$ cat src/hw/rtl/spi_master_byte_engine_macros.svh
// ----------------------------------------------------------------------------
// SPI master byte engine assertion macros
// Shared concurrent assertion forms, clocked on i_clk and held off in reset.
// ----------------------------------------------------------------------------
`ifndef SPI_MASTER_BYTE_ENGINE_MACROS_SVH
`define SPI_MASTER_BYTE_ENGINE_MACROS_SVH

// The consequent must hold in the same cycle as the antecedent.
`define SME_ASSERT_NOW(label, ante, cons, msg) \
    label: assert property (@(posedge i_clk) disable iff (!i_rst_n) \
        (ante) |-> (cons)) else $error(msg);

// The consequent must hold in the cycle after the antecedent.
`define SME_ASSERT_NEXT(label, ante, cons, msg) \
    label: assert property (@(posedge i_clk) disable iff (!i_rst_n) \
        (ante) |=> (cons)) else $error(msg);

`endif

$ cat src/hw/rtl/sme_pkg.sv
// ----------------------------------------------------------------------------
// SPI master byte engine package
// Beat payload types, request codes and configuration register indexes.
// ----------------------------------------------------------------------------
`default_nettype none

package sme_pkg;

    localparam int DATA_BITS = 8;
    localparam int COUNT_W   = 4;
    localparam int PRESC_W   = 7;

    localparam logic [1:0] REQ_TICK  = 2'd0;
    localparam logic [1:0] REQ_WRITE = 2'd1;
    localparam logic [1:0] REQ_READ  = 2'd2;

    localparam int CFG_IDX_W  = 3;
    localparam int CFG_DATA_W = 3;

    localparam logic [CFG_IDX_W-1:0] CFG_LSB_FIRST  = 3'd0;
    localparam logic [CFG_IDX_W-1:0] CFG_CLOCK_POL  = 3'd1;
    localparam logic [CFG_IDX_W-1:0] CFG_CLOCK_PHA  = 3'd2;
    localparam logic [CFG_IDX_W-1:0] CFG_DIV_SELECT = 3'd3;
    localparam logic [CFG_IDX_W-1:0] CFG_IRQ_ENABLE = 3'd4;

    localparam logic [2:0] DIV_SELECT_MAX   = 3'd6;
    localparam logic [2:0] DIV_SELECT_RESET = 3'd1;

    typedef struct packed {
        logic [1:0]           req_type;
        logic [DATA_BITS-1:0] write_data;
        logic                 miso;
    } t_req;

    typedef struct packed {
        logic                 sck;
        logic                 mosi;
        logic [DATA_BITS-1:0] read_data;
        logic                 transfer_done;
        logic                 write_collision;
        logic                 busy_res;
        logic                 irq;
    } t_rsp;

endpackage

`default_nettype wire

$ cat src/hw/rtl/sme_stream_if.sv
// ----------------------------------------------------------------------------
// SPI master byte engine stream channel
// Valid/ready channel carrying one payload beat per accepted handshake.
// ----------------------------------------------------------------------------
`default_nettype none

interface sme_stream_if #(
    parameter type T_PAYLOAD = logic
);
    logic     valid;
    logic     ready;
    T_PAYLOAD data;

    modport source (output valid, output data, input ready);
    modport sink   (input valid, input data, output ready);
endinterface

`default_nettype wire

$ cat src/hw/rtl/spi_master_byte_engine.sv
// ----------------------------------------------------------------------------
// SPI master byte engine
// Tick-driven SPI master for modes 0 to 3 with one status beat per tick.
// ----------------------------------------------------------------------------
// Usage: every beat on i_req is one system tick of the serial engine. It may
// carry a data register write (which starts an 8-bit exchange when idle) or a
// read (which clears the done and collision flags). For every accepted
// request beat exactly one status beat leaves on o_rsp, showing sck, mosi,
// the received byte, the flags, busy and irq as they stand after that tick.
// Configuration goes through the plain write port and is meant to change
// only while no beat is in flight.
// The next state and the status beat are computed in a single pass of logic
// between the state registers and the output register.
// Throughput is one beat per cycle while the receiver does not stall; the
// engine has no multi-cycle unit.
// A two-entry output stage (output register plus skid register) lets a
// request be taken while a status beat still waits. When the receiver
// stalls, the skid register fills and i_req.ready drops until it drains.
// Synchronous reset clears the engine to idle, the flags to zero, sck to the
// reset polarity (low) and the divider select to one; no clearing pass.
// ----------------------------------------------------------------------------
`default_nettype none

`include "spi_master_byte_engine_macros.svh"

module spi_master_byte_engine (
    input  wire                           i_clk,
    input  wire                           i_rst_n,
    input  wire                           i_cfg_we,
    input  wire [sme_pkg::CFG_IDX_W-1:0]  i_cfg_idx,
    input  wire [sme_pkg::CFG_DATA_W-1:0] i_cfg_data,
    sme_stream_if.sink                    i_req,
    sme_stream_if.source                  o_rsp
);
    import sme_pkg::*;

    // Configuration registers.
    logic       r_lsb_first;
    logic       r_clock_pol;
    logic       r_clock_pha;
    logic [2:0] r_div_select;
    logic       r_irq_enable;

    // Engine state.
    logic [DATA_BITS-1:0] r_shift, n_shift;
    logic [COUNT_W-1:0]   r_bit_count, n_bit_count;
    logic [PRESC_W-1:0]   r_prescale, n_prescale;
    logic                 r_clock_level, n_clock_level;
    logic                 r_active, n_active;
    logic [DATA_BITS-1:0] r_rx_buffer, n_rx_buffer;
    logic                 r_done, n_done;
    logic                 r_collision, n_collision;
    logic                 r_mosi, n_mosi;

    // Output stage.
    t_req req;
    t_rsp n_rsp;
    t_rsp r_out;
    t_rsp r_skid;
    logic r_out_v;
    logic r_skid_v;

    logic in_fire;
    logic out_fire;

    assign req      = i_req.data;
    assign in_fire  = i_req.valid && i_req.ready;
    assign out_fire = r_out_v && o_rsp.ready;

    assign i_req.ready = !r_skid_v;
    assign o_rsp.valid = r_out_v;
    assign o_rsp.data  = r_out;

    // One tick of the engine: the request is handled first, then the
    // prescaler advances and may produce a serial clock edge.
    always_comb begin
        logic       started;
        logic       leading;
        logic       sample_now;
        logic [2:0] sel;
        logic [PRESC_W-1:0] half;

        n_shift       = r_shift;
        n_bit_count   = r_bit_count;
        n_prescale    = r_prescale;
        n_clock_level = r_clock_level;
        n_active      = r_active;
        n_rx_buffer   = r_rx_buffer;
        n_done        = r_done;
        n_collision   = r_collision;
        n_mosi        = r_mosi;
        started       = 1'b0;
        leading       = 1'b0;
        sample_now    = 1'b0;
        sel           = (r_div_select > DIV_SELECT_MAX) ? DIV_SELECT_MAX : r_div_select;
        half          = PRESC_W'(1) << sel;

        case (req.req_type)
            REQ_WRITE: begin
                if (r_active) begin
                    n_collision = 1'b1;
                end else begin
                    n_shift       = req.write_data;
                    n_bit_count   = '0;
                    n_prescale    = '0;
                    n_clock_level = r_clock_pol;
                    n_active      = 1'b1;
                    started       = 1'b1;
                    // In phase zero the first bit must be on the line before
                    // the leading edge.
                    if (!r_clock_pha) begin
                        n_mosi = r_lsb_first ? req.write_data[0]
                                             : req.write_data[DATA_BITS-1];
                    end
                end
            end
            REQ_READ: begin
                n_done      = 1'b0;
                n_collision = 1'b0;
            end
            default: begin
            end
        endcase

        if (n_active && !started) begin
            n_prescale = n_prescale + PRESC_W'(1);
            if (n_prescale >= half) begin
                n_prescale    = '0;
                leading       = (n_clock_level == r_clock_pol);
                sample_now    = r_clock_pha ? !leading : leading;
                n_clock_level = !n_clock_level;
                if (sample_now) begin
                    n_shift = r_lsb_first ? {req.miso, n_shift[DATA_BITS-1:1]}
                                          : {n_shift[DATA_BITS-2:0], req.miso};
                    if (n_bit_count < COUNT_W'(DATA_BITS)) begin
                        n_bit_count = n_bit_count + COUNT_W'(1);
                    end
                end else if (n_bit_count < COUNT_W'(DATA_BITS)) begin
                    n_mosi = r_lsb_first ? n_shift[0] : n_shift[DATA_BITS-1];
                end
                // The trailing edge after the last sample ends the byte.
                if (!leading && (n_bit_count >= COUNT_W'(DATA_BITS))) begin
                    n_rx_buffer = n_shift;
                    n_done      = 1'b1;
                    n_active    = 1'b0;
                    n_bit_count = '0;
                    n_prescale  = '0;
                end
            end
        end

        if (!n_active) begin
            n_clock_level = r_clock_pol;
        end

        n_rsp.sck             = n_clock_level;
        n_rsp.mosi            = n_mosi;
        n_rsp.read_data       = n_rx_buffer;
        n_rsp.transfer_done   = n_done;
        n_rsp.write_collision = n_collision;
        n_rsp.busy_res        = n_active;
        n_rsp.irq             = n_done && r_irq_enable;
    end

    // Configuration writes; indexes past the register list are ignored.
    always_ff @(posedge i_clk) begin
        if (!i_rst_n) begin
            r_lsb_first  <= 1'b0;
            r_clock_pol  <= 1'b0;
            r_clock_pha  <= 1'b0;
            r_div_select <= DIV_SELECT_RESET;
            r_irq_enable <= 1'b0;
        end else if (i_cfg_we) begin
            case (i_cfg_idx)
                CFG_LSB_FIRST:  r_lsb_first  <= i_cfg_data[0];
                CFG_CLOCK_POL:  r_clock_pol  <= i_cfg_data[0];
                CFG_CLOCK_PHA:  r_clock_pha  <= i_cfg_data[0];
                CFG_DIV_SELECT: r_div_select <= i_cfg_data;
                CFG_IRQ_ENABLE: r_irq_enable <= i_cfg_data[0];
                default: begin
                end
            endcase
        end
    end

    // Engine state advances only on an accepted request beat.
    always_ff @(posedge i_clk) begin
        if (!i_rst_n) begin
            r_shift       <= '0;
            r_bit_count   <= '0;
            r_prescale    <= '0;
            r_clock_level <= 1'b0;
            r_active      <= 1'b0;
            r_rx_buffer   <= '0;
            r_done        <= 1'b0;
            r_collision   <= 1'b0;
            r_mosi        <= 1'b0;
        end else if (in_fire) begin
            r_shift       <= n_shift;
            r_bit_count   <= n_bit_count;
            r_prescale    <= n_prescale;
            r_clock_level <= n_clock_level;
            r_active      <= n_active;
            r_rx_buffer   <= n_rx_buffer;
            r_done        <= n_done;
            r_collision   <= n_collision;
            r_mosi        <= n_mosi;
        end
    end

    // Output register and skid register valid bits.
    always_ff @(posedge i_clk) begin
        if (!i_rst_n) begin
            r_out_v  <= 1'b0;
            r_skid_v <= 1'b0;
        end else if (r_skid_v) begin
            if (out_fire) begin
                r_skid_v <= 1'b0;
            end
        end else if (in_fire) begin
            if (r_out_v && !out_fire) begin
                r_skid_v <= 1'b1;
            end else begin
                r_out_v <= 1'b1;
            end
        end else if (out_fire) begin
            r_out_v <= 1'b0;
        end
    end

    // Payload side of the output stage; no reset needed.
    always_ff @(posedge i_clk) begin
        if (r_skid_v) begin
            if (out_fire) begin
                r_out <= r_skid;
            end
        end else if (in_fire) begin
            if (r_out_v && !out_fire) begin
                r_skid <= n_rsp;
            end else begin
                r_out <= n_rsp;
            end
        end
    end

    `SME_ASSERT_NOW(a_skid_implies_out, r_skid_v, r_out_v, "skid beat held with empty output register")
    `SME_ASSERT_NEXT(a_stall_fills_skid, in_fire && r_out_v && !o_rsp.ready, r_skid_v, "beat accepted under stall was not parked")
    `SME_ASSERT_NOW(a_idle_count_clear, !r_active, r_bit_count == '0, "bit count left nonzero while idle")
    `SME_ASSERT_NOW(a_irq_needs_done, r_out_v && r_out.irq, r_out.transfer_done, "interrupt without done flag")

endmodule

`default_nettype wire

$ cat src/flat_wrapper.sv
// flat-port wrapper written by rule: the top's interface ports become plain ports
module spi_master_byte_engine_flat import sme_pkg::*;
  (i_clk, i_rst_n, i_cfg_we, i_cfg_idx, i_cfg_data, i_req_valid, i_req_data, i_req_ready, o_rsp_valid, o_rsp_data, o_rsp_ready);
  sme_stream_if #(.T_PAYLOAD(t_req)) i_req_i ();
  sme_stream_if #(.T_PAYLOAD(t_rsp)) o_rsp_i ();
  input  wire i_clk;
  input  wire i_rst_n;
  input  wire i_cfg_we;
  input  wire [sme_pkg::CFG_IDX_W-1:0] i_cfg_idx;
  input  wire [sme_pkg::CFG_DATA_W-1:0] i_cfg_data;
  input wire logic [$bits(i_req_i.valid)-1:0] i_req_valid;
  input wire logic [$bits(i_req_i.data)-1:0] i_req_data;
  output wire logic [$bits(i_req_i.ready)-1:0] i_req_ready;
  output wire logic [$bits(o_rsp_i.valid)-1:0] o_rsp_valid;
  output wire logic [$bits(o_rsp_i.data)-1:0] o_rsp_data;
  input wire logic [$bits(o_rsp_i.ready)-1:0] o_rsp_ready;
  assign i_req_i.valid = i_req_valid;
  assign i_req_i.data = i_req_data;
  assign i_req_ready = i_req_i.ready;
  assign o_rsp_valid = o_rsp_i.valid;
  assign o_rsp_data = o_rsp_i.data;
  assign o_rsp_i.ready = o_rsp_ready;
  spi_master_byte_engine u_core (.i_clk(i_clk), .i_rst_n(i_rst_n), .i_cfg_we(i_cfg_we), .i_cfg_idx(i_cfg_idx), .i_cfg_data(i_cfg_data), .i_req(i_req_i), .o_rsp(o_rsp_i));
endmodule
$ cat config.mk
export PLATFORM = sky130hd
export DESIGN_NAME = spi_master_byte_engine_flat
export DESIGN_NICKNAME = d
export VERILOG_FILES = /design/src/hw/rtl/sme_pkg.sv /design/src/hw/rtl/sme_stream_if.sv /design/src/hw/rtl/spi_master_byte_engine.sv /design/src/flat_wrapper.sv
export VERILOG_INCLUDE_DIRS = /design/src /design/src/hw/rtl
export SDC_FILE = /design/constraint.sdc
export NUM_CORES = 1
export LEC_CHECK = 0
export ABC_AREA = 1
export CAP_MARGIN = 20
export CORE_MARGIN = 2
export CORE_UTILIZATION = 45
export CTS_CLUSTER_DIAMETER = 80
export CTS_CLUSTER_SIZE = 24
export DETAILED_ROUTE_END_ITERATION = 16
export DONT_BUFFER_PORTS = 1
export GPL_TIMING_DRIVEN = 1
export PLACE_DENSITY = 0.61
export SLEW_MARGIN = 20
export SYNTH_ARGS = -nofsm -noshare
export SYNTH_HDL_FRONTEND = slang
export SYNTH_SLANG_ARGS = --single-unit
$ cat constraint.sdc
create_clock -name i_clk -period 10.01 [get_ports i_clk]
set_clock_uncertainty 0.05 [all_clocks]
set_input_delay 1.5015 -clock i_clk [delete_from_list [all_inputs] [get_ports i_clk]]
set_output_delay 1.5015 -clock i_clk [all_outputs]
set_load 0.005 [all_outputs]
-- After elaboration in Yosys (flattened, before gate mapping)
Index checks and enable logic that the tools add are counted.
- register bits: 69
- bits of input ports: 22
- output and inout bits: 16
- add/subtract/negate cells: 2
- magnitude comparators: 4
- eq/ne operators: 10
- shift-type cells: 1
- multiplexer cells: 61
- bitwise gates (word level): 1
- reduce and logical (&&, ||, !) cells: 22
- operator list (kind ; number):
    8-bit 2-to-1 mux ; 9
    14-bit 2-to-1 mux ; 4
    4-bit 2-to-1 mux ; 9
    1-bit 2-to-1 mux ; 33
    7-bit 2-to-1 mux ; 4
    2-bit AND reduction ; 5
    3-bit AND reduction ; 3
    7-bit by 1-bit adder with 7-bit output, second input constant ; 1
    7-bit >= comparator ; 1
    1-bit by 3-bit left shift with 7-bit output, first input constant ; 1
    3-bit by 2-bit == test with 1-bit output, second input constant ; 2
    1-bit logical AND ; 6
    1-bit zero test ; 5
    4-bit by 1-bit adder with 4-bit output, second input constant ; 1
    4-bit >= comparator, second input constant ; 1
    4-bit less-than comparator, second input constant ; 1
    2-bit inequality test, second input constant ; 2
    2-bit nonzero test ; 2
    3-bit by 1-bit == test with 1-bit output, second input constant ; 1
    3-bit == test, second input constant ; 1
    3-bit greater-than comparator, second input constant ; 1
    3-bit zero test ; 1
    3-bit 2-to-1 mux ; 1
    2-bit by 1-bit == test with 1-bit output, second input constant ; 1
    5 further kinds ; 5

-- Logic depth before layout (Yosys ltp)
Gate-level depths: netlist of run 1.
- depth after elaboration: 17
- gate-level depth with buffers: 23

-- Least setup slack after synthesis of run 1
No wires, ideal clock.
- kind: input port to flip-flop
- start point: in i_req_data[10]
- end point: reg u_core.r_out, in the netlist u_core.o_rsp.data[13], data pin
- setup time: 0.252 ns
- arrival time: 4.317 ns
- required time: 9.708 ns
- setup slack: 5.391 ns
- stages: 23
- path buffers: 0
- cell sequence: inv_1 > ha_1 > inv_1 > nor2_2 > nor2_1 > ha_1 > inv_1 > nor3_1 > nand3_1 > xor2_1 > ha_1 > nand2_1 > inv_1 > a21oi_1 > nand3_1 > nand2_1 > inv_1 > nand2_1 > nand2_1 > nand2_1 > nand2_1 > nand2_1 > nand2_1
- longest elaborated chain between the ends: 17
- RTL lines (element ; line ; source):
    from (decl) ; flat_wrapper.sv:12 ; input wire logic [$bits(i_req_i.data)-1:0] i_req_data;
    2-bit by 1-bit == test with 1-bit output * ; spi_master_byte_engine.sv:98 ; case (req.req_type)
    parallel branches: the longest is 12 deep, another holds 4-bit by 1-bit adder with 4-bit output ; n/a ;
    1-bit 2-to-1 mux * ; spi_master_byte_engine.sv:152 ; if (!n_active) begin
    named net u_core.n_clock_level ; spi_master_byte_engine.sv:48 ; logic r_clock_level, n_clock_level;
    14-bit 2-to-1 mux * ; spi_master_byte_engine.sv:238 ; if (r_out_v && !out_fire) begin
    14-bit 2-to-1 mux * ; spi_master_byte_engine.sv:237 ; end else if (in_fire) begin
    14-bit 2-to-1 mux * ; spi_master_byte_engine.sv:233 ; if (r_skid_v) begin
    to (signal assigned) ; spi_master_byte_engine.sv:235 ; r_out <= r_skid;
    to (signal assigned) ; spi_master_byte_engine.sv:241 ; r_out <= n_rsp;
    to (decl) ; spi_master_byte_engine.sv:58 ; t_rsp r_out;
Mark *: on every way through the listed nets, which the timed path passes. The select of a mux whose other input is x is not followed.
A chain may end at the register's enable or synchronous reset.

-- Worst setup path in the final report of run 1
Same ends and word-level chain as after synthesis.

==> results of run 1 <==
flip-flops by register name, indices dropped and copies added (netlist names):
register	cells
u_core.o_rsp.data	14
u_core.r_skid	14
u_core.r_rx_buffer	8
u_core.r_shift	8
u_core.r_prescale	7
u_core.r_bit_count	4
u_core.r_div_select	3
u_core.o_rsp.valid	1
u_core.r_active	1
u_core.r_clock_level	1
u_core.r_clock_pha	1
u_core.r_clock_pol	1
u_core.r_collision	1
u_core.r_done	1
u_core.r_irq_enable	1
u_core.r_lsb_first	1
u_core.r_mosi	1
u_core.r_skid_v	1
area by class of cell:
| type | instances | area (µm²) | area share, % |
|---|---|---|---|
| clock buffer | 9 | 124 | 3.10 |
| clock inverter | 7 | 48.8 | 1.22 |
| timing repair buffer | 1 | 7.51 | 0.188 |
| tap | 105 | 131 | 3.28 |
| inverter | 76 | 285 | 7.13 |
| sequential | 69 | 1660 | 41.5 |
| multi-input combinational | 347 | 1740 | 43.6 |
power breakdown:
group	internal [mW]	switching, mW
sequential	0.313	0.0108
combinational	0.0320	0.0709
clock	0.0904	0.117
synth_stat cells (all sizes together):
cell,number
a21oi,54
a221oi,1
a22oi,1
a31oi,3
buf,9
clkbuf,13
dfxtp,41
edfxtp,28
ha,11
inv,76
nand2,143
nand3,25
nand3b,2
nand4,1
nor2,20
nor3,7
nor4,2
o211ai,1
o21ai,70
o21bai,1
xnor2,3
xor2,2
worst min path at each step:
stage / startpoint / to / slack, ps / depth (start not counted)
2_1_floorplan: u_core.r_irq_enable$_SDFFE_PN0P_ / u_core.r_irq_enable$_SDFFE_PN0P_ / 380 / 2
3_3_place_gp: u_core.r_bit_count[3]$_SDFFE_PN0P_ / u_core.r_bit_count[3]$_SDFFE_PN0P_ / 400 / 2
3_5_place_dp: u_core.r_shift[7]$_SDFFE_PN0P_ / u_core.r_shift[7]$_SDFFE_PN0P_ / 410 / 2
4_1_cts: u_core.r_shift[7]$_SDFFE_PN0P_ / u_core.r_shift[7]$_SDFFE_PN0P_ / 420 / 2
5_1_grt: u_core.r_bit_count[0]$_SDFFE_PN0P_ / u_core.r_bit_count[0]$_SDFFE_PN0P_ / 440 / 2
6_report: u_core.r_shift[7]$_SDFFE_PN0P_ / u_core.r_shift[7]$_SDFFE_PN0P_ / 420 / 2
kinds of logic after synthesis:
logic type | synth area share [%]
and+or+nand+nor | 22.4
AOI/OAI and AO/OA | 18.7
buffers and inverters | 10.3
DFF | 43.8
adders and majority gates | 3.63
xor gates and xnor gates | 1.15
per-layer routing:
| layer | track usage, % | wire, µm | share of wire, % |
|---|---|---|---|
| met5 | 0 | 0 | 0 |
| met4 | 8.57 | 137 | 1.7 |
| met3 | 3.92 | 336 | 4.1 |
| met2 | 29.3 | 3740 | 45 |
| met1 | 26.1 | 4070 | 49 |
critical path, stage by stage:
cell,delay [ps]
inv_1,20
ha_1,230
inv_1,120
nor2_2,100
nor2_1,250
ha_1,200
inv_1,60
nor3_1,280
nand3_1,140
xor2_1,230
ha_1,290
nand2_1,100
inv_1,40
a21oi_1,130
nand3_1,210
nand2_1,560
inv_1,350
nand2_1,260
nand2_1,120
nand2_1,90
nand2_1,80
nand2_1,60
nand2_1,50
metrics by stage:
| step | cells | power, mW | cell area (µm²) |
|---|---|---|---|
| after floorplan | 514 | 0.411 | 3790 |
| after global placement | 598 | 0.429 | 3830 |
| after detailed placement | 598 | 0.432 | 3830 |
| after CTS | 614 | 0.637 | 4000 |
| after global routing | 614 | 0.670 | 4000 |
| final | 614 | 0.633 | 4000 |
==> reports/qor.yml, run 1 <==
sta:
  finalCritPeriodShare_pct: 54.1
  setup_tns_ps: 0
  worst_slew_pin_slew_ps: 723
  relSlewSlack_pct: 51.7
  rsz0062_at_grt: "no"
  timing.fmax_ghz: 0.185
  fin_ws_ps: 4590
  slew_violations: 0
  timing.hold.ws_ps: 420
  setup_viol_count_final: 0
  period_minus_slack_ps: 5420
  hold_viol: 0
critical_path:
  worstSetupPathType: "input port to flip-flop"
  timing.rr.start: "u_core.r_active$_SDFFE_PN0P_"
  critPathLaunchType: "input port"
  startpoint: "i_req_data[10]"
  r2r-end: "u_core.o_rsp.data[13]$_DFFE_PP_"
  cp.required_ps: 10070
  crit_arrival_ps: 5480
  r2r_cells: 20
  critPathCapture: "u_core.o_rsp.data[13]$_DFFE_PP_"
  critPathCaptureType: "flip-flop"
  r2r_slack_ps: 5380
  worstPathMaxFanout: 16
clock_tree:
  clk_pin_slew_ps: 80
  cts_root_buffer: "clkbuf_8"
  post_cts_buffers: 0
  htreeDepth: 3
  cts_resized: 0
  cts_buffers: 9
  cts_tree: "done"
  clockBufferDepth: 2
  hold_buffers: 0
  clk_latency_ps: 350
  clock-sinks: 69
yosys:
  synth_area_per_cell_um2: 7.38
  synth_warnings: 0
  synth.largest_area_cell: "edfxtp_1"
  synth_cells: 514
  ys_ff_latch: 69
  yosys-top-cells-area: "edfxtp_1 (22%), dfxtp_1 (22%), nand2_1 (14%)"
  synth_nets: 547
  yosysSeqAreaShare_pct: 43.8
  yosysTopAreaCellShare_pct: 22.2
  synthDistinctLibCells: 34
  syn-cell-area_um2: 3790
detailed_routing:
  wl_per_cell_um: 13.5
  wl_um: 8280
  viasPerCell: 5.21
  drtIter0Drc: 119
  drc: 0
  first_pass_iters: 4
  vias: 3201
  final_antenna_net_count: 0
cells_and_area:
  layout_common_cells: "nand2_1 (141), inv_1 (75), a21oi_1 (54)"
  mostFrequentLayoutCell: "nand2_1"
  areaGrowthSynthToFinish_pct: 5.48
  drive_gt1_share_pct: 7.07
  fillers: 837
  fin_nets: 537
  fin_util_pct: 48.9
  n_antenna_cell: 0
flow_run:
  cap_viol_max_count: 0
floorplanning:
  core_um2: 8180
  die-height_um: 95.8
  fp.dieW_um: 95.8
  io_pins: 38
  die_area_um2: 9180
  initial_core_util_pct: 46.4
  rows: 33
power_and_ir_drop:
  ir_worst_vdd_mv: 0.0646
  leakagePower_nw: 1.79
  powerDensity_nw_per_um2: 158
grt:
  grt_pass1_wl_um: 13500
  antenna_found_initial: 0
  grt_max_degree: 43
  gr-total-overflow: 0
  grt_pass1_vias: 2762
  track_usage_pct: 19.1
min_path:
  hold_class: "flip-flop to flip-flop"
placed_design:
  io_buffer_count: 0
  pre_cts_slack_ps: 4280
  dp_hpwl_um: 5860
  routabilityCongestion: 0.894
outcome:
  status: "complete, no violations"
(Power assumes the default switching activity.)
==> run 2: changes to the inputs <==
==> constraint.sdc (replaced) <==
create_clock -name i_clk -period 5.3 [get_ports i_clk]
set_clock_uncertainty 0.05 [all_clocks]
set_input_delay 0.795 -clock i_clk [delete_from_list [all_inputs] [get_ports i_clk]]
set_output_delay 0.795 -clock i_clk [all_outputs]
set_load 0.005 [all_outputs]
==> run 2 against run 1 <==
Net effect: via count fell by 0.37%; clock-buffer cell count rose by 2; die area is the same; register-to-register slack worse by 4300 ps; critical endpoint unchanged; power up 110%.
==> reports/qor.yml, run 2 (synthesis results as in run 1) <==
outcome:
  status: "complete, no violations"
critical_path:
  critPathCaptureType: "flip-flop"
  cp.required_ps: 5340
  worstPathMaxFanout: 11
  critPathLaunchType: "input port"
  r2r_cells: 20
  crit_arrival_ps: 4360
  worstSetupPathType: "input port to flip-flop"
min_path:
  whs_path_depth: 2
  hold_class: "flip-flop to flip-flop"
sta:
  rsz0062_at_grt: "no"
  worst_slew_pin_slew_ps: 726
  timing.fmax_ghz: 0.232
  slew_violations: 0
  period_minus_slack_ps: 4310
  relSlewSlack_pct: 51.6
  hold_viol: 0
  finalCritPeriodShare_pct: 81.4
  setup_viol_count_final: 0
  setup_tns_ps: 0
cells_and_area:
  areaGrowthSynthToFinish_pct: 7.29
  final_area_um2: 4070
  fin_cells: 615
  fin_nets: 538
  mostFrequentLayoutCell: "nand2_1"
  drive_gt1_share_pct: 7.25
  fillers: 805
  n_antenna_cell: 0
  multiInputGateArea_um2: 1740
  layout_common_cells: "nand2_1 (141), inv_1 (75), a21oi_1 (54)"
  seq_area_um2: 1660
grt:
  track_usage_pct: 19.6
  grt_max_degree: 43
  gr-total-overflow: 0
  grt_pass1_wl_um: 14000
  antenna_found_initial: 0
  grt_pass1_vias: 2925
power_and_ir_drop:
  p_int_uw: 944
  powerDensity_nw_per_um2: 320
  ir_worst_vdd_mv: 0.162
  switching_share_pct: 27.6
  comb_power_share_pct: 15.0
  clock_power_share_pct: 38.1
  leakagePower_nw: 1.82
  switching_power_uw: 360
  power_frac_seq_pct: 46.9
detailed_routing:
  vias: 3189
  drc: 0
  wl_per_cell_um: 13.7
  first_pass_iters: 4
  wl_um: 8420
  final_antenna_net_count: 0
  drtIter0Drc: 144
  viasPerCell: 5.19
floorplanning:
  fp.dieW_um: 95.8
  initial_core_util_pct: 46.4
  die_area_um2: 9180
  io_pins: 38
  core_um2: 8180
  rows: 33
  die-height_um: 95.8
clock_tree:
  cts_tree: "done"
  clk_latency_ps: 340
  clockBufferDepth: 2
  htreeDepth: 3
  cts_resized: 0
  hold_buffers: 0
  clock-sinks: 69
  cts_root_buffer: "clkbuf_8"
  post_cts_buffers: 0
  cts_buffers: 9
  clk_pin_slew_ps: 70
placed_design:
  placed_area_um2: 3830
  place_inst: 599
  routabilityCongestion: 0.872
  io_buffer_count: 0
  dp_hpwl_um: 6050
flow_run:
  cap_viol_max_count: 0
-- run 2: final cells by class --
cell class | count | area share (%)
clock buffer | 11 | 3.72
sequential | 69 | 40.8
tap | 105 | 3.23
multi-input combinational | 347 | 42.8
inverter | 76 | 7.01
clock inverter | 5 | 2.03
timing repair buffer | 2 | 0.369
-- run 2: stage by stage --
step	worst slack, ps	power [mW]	utilization (%)	hold WS (ps)
6_report	987	1.30	49.8	421
5_1_grt	547	1.37	49.8	430
4_1_cts	1010	1.32	49.8	423
3_5_place_dp	666	0.818	46.9	412
3_3_place_gp	827	0.813	46.9	403
2_1_floorplan	1390	0.776	-	380
-- run 2: worst paths after layout --
| kind | slack (ps) | startpoint | endpoint |
|---|---|---|---|
| worst min-delay path | 420 | u_core.r_shift[7]$_SDFFE_PN0P_ | u_core.r_shift[7]$_SDFFE_PN0P_ |
| worst max register to register | 1100 | u_core.r_active$_SDFFE_PN0P_ | u_core.o_rsp.data[13]$_DFFE_PP_ |
| worst max-delay path | 990 | i_req_data[10] | u_core.o_rsp.data[13]$_DFFE_PP_ |
| worst min register to register | 420 | u_core.r_shift[7]$_SDFFE_PN0P_ | u_core.r_shift[7]$_SDFFE_PN0P_ |
-- run 2: routing by layer --
layer  global-route usage, %  part of all wire [%]  vias to the layer above
met5                       0                     0                        -
met4                    6.55                  0.75                        0
met3                    3.29                   4.3                        4
met2                    32.2                    48                       68
met1                    26.0                    47                     1461
li1                        -                     -                     1656
-- run 2: critical path, stage by stage --
cell and delay [ps]:
inv_1 20, ha_1 230, inv_1 120, nor2_2 90, nor2_1 250, ha_1 200, inv_1 60, nor3_1 280
nand3_1 130, xor2_1 180, ha_1 340, nand2_1 100, inv_1 40, a21oi_1 140, nand3_1 180, nand2_1 300
inv_1 250, nand2_1 230, nand2_1 120, nand2_1 90, nand2_1 70, nand2_1 60, nand2_1 60
-- run 2: power by group through the flow --
stage                     registers [mW]  logic [mW]  clock network [mW]
after CTS                          0.611       0.195               0.511
after floorplan                    0.615       0.161                   0
after global placement             0.622       0.191                   0
after detailed placement           0.624       0.194                   0
after global routing               0.616       0.226               0.532
final                              0.611       0.196               0.497
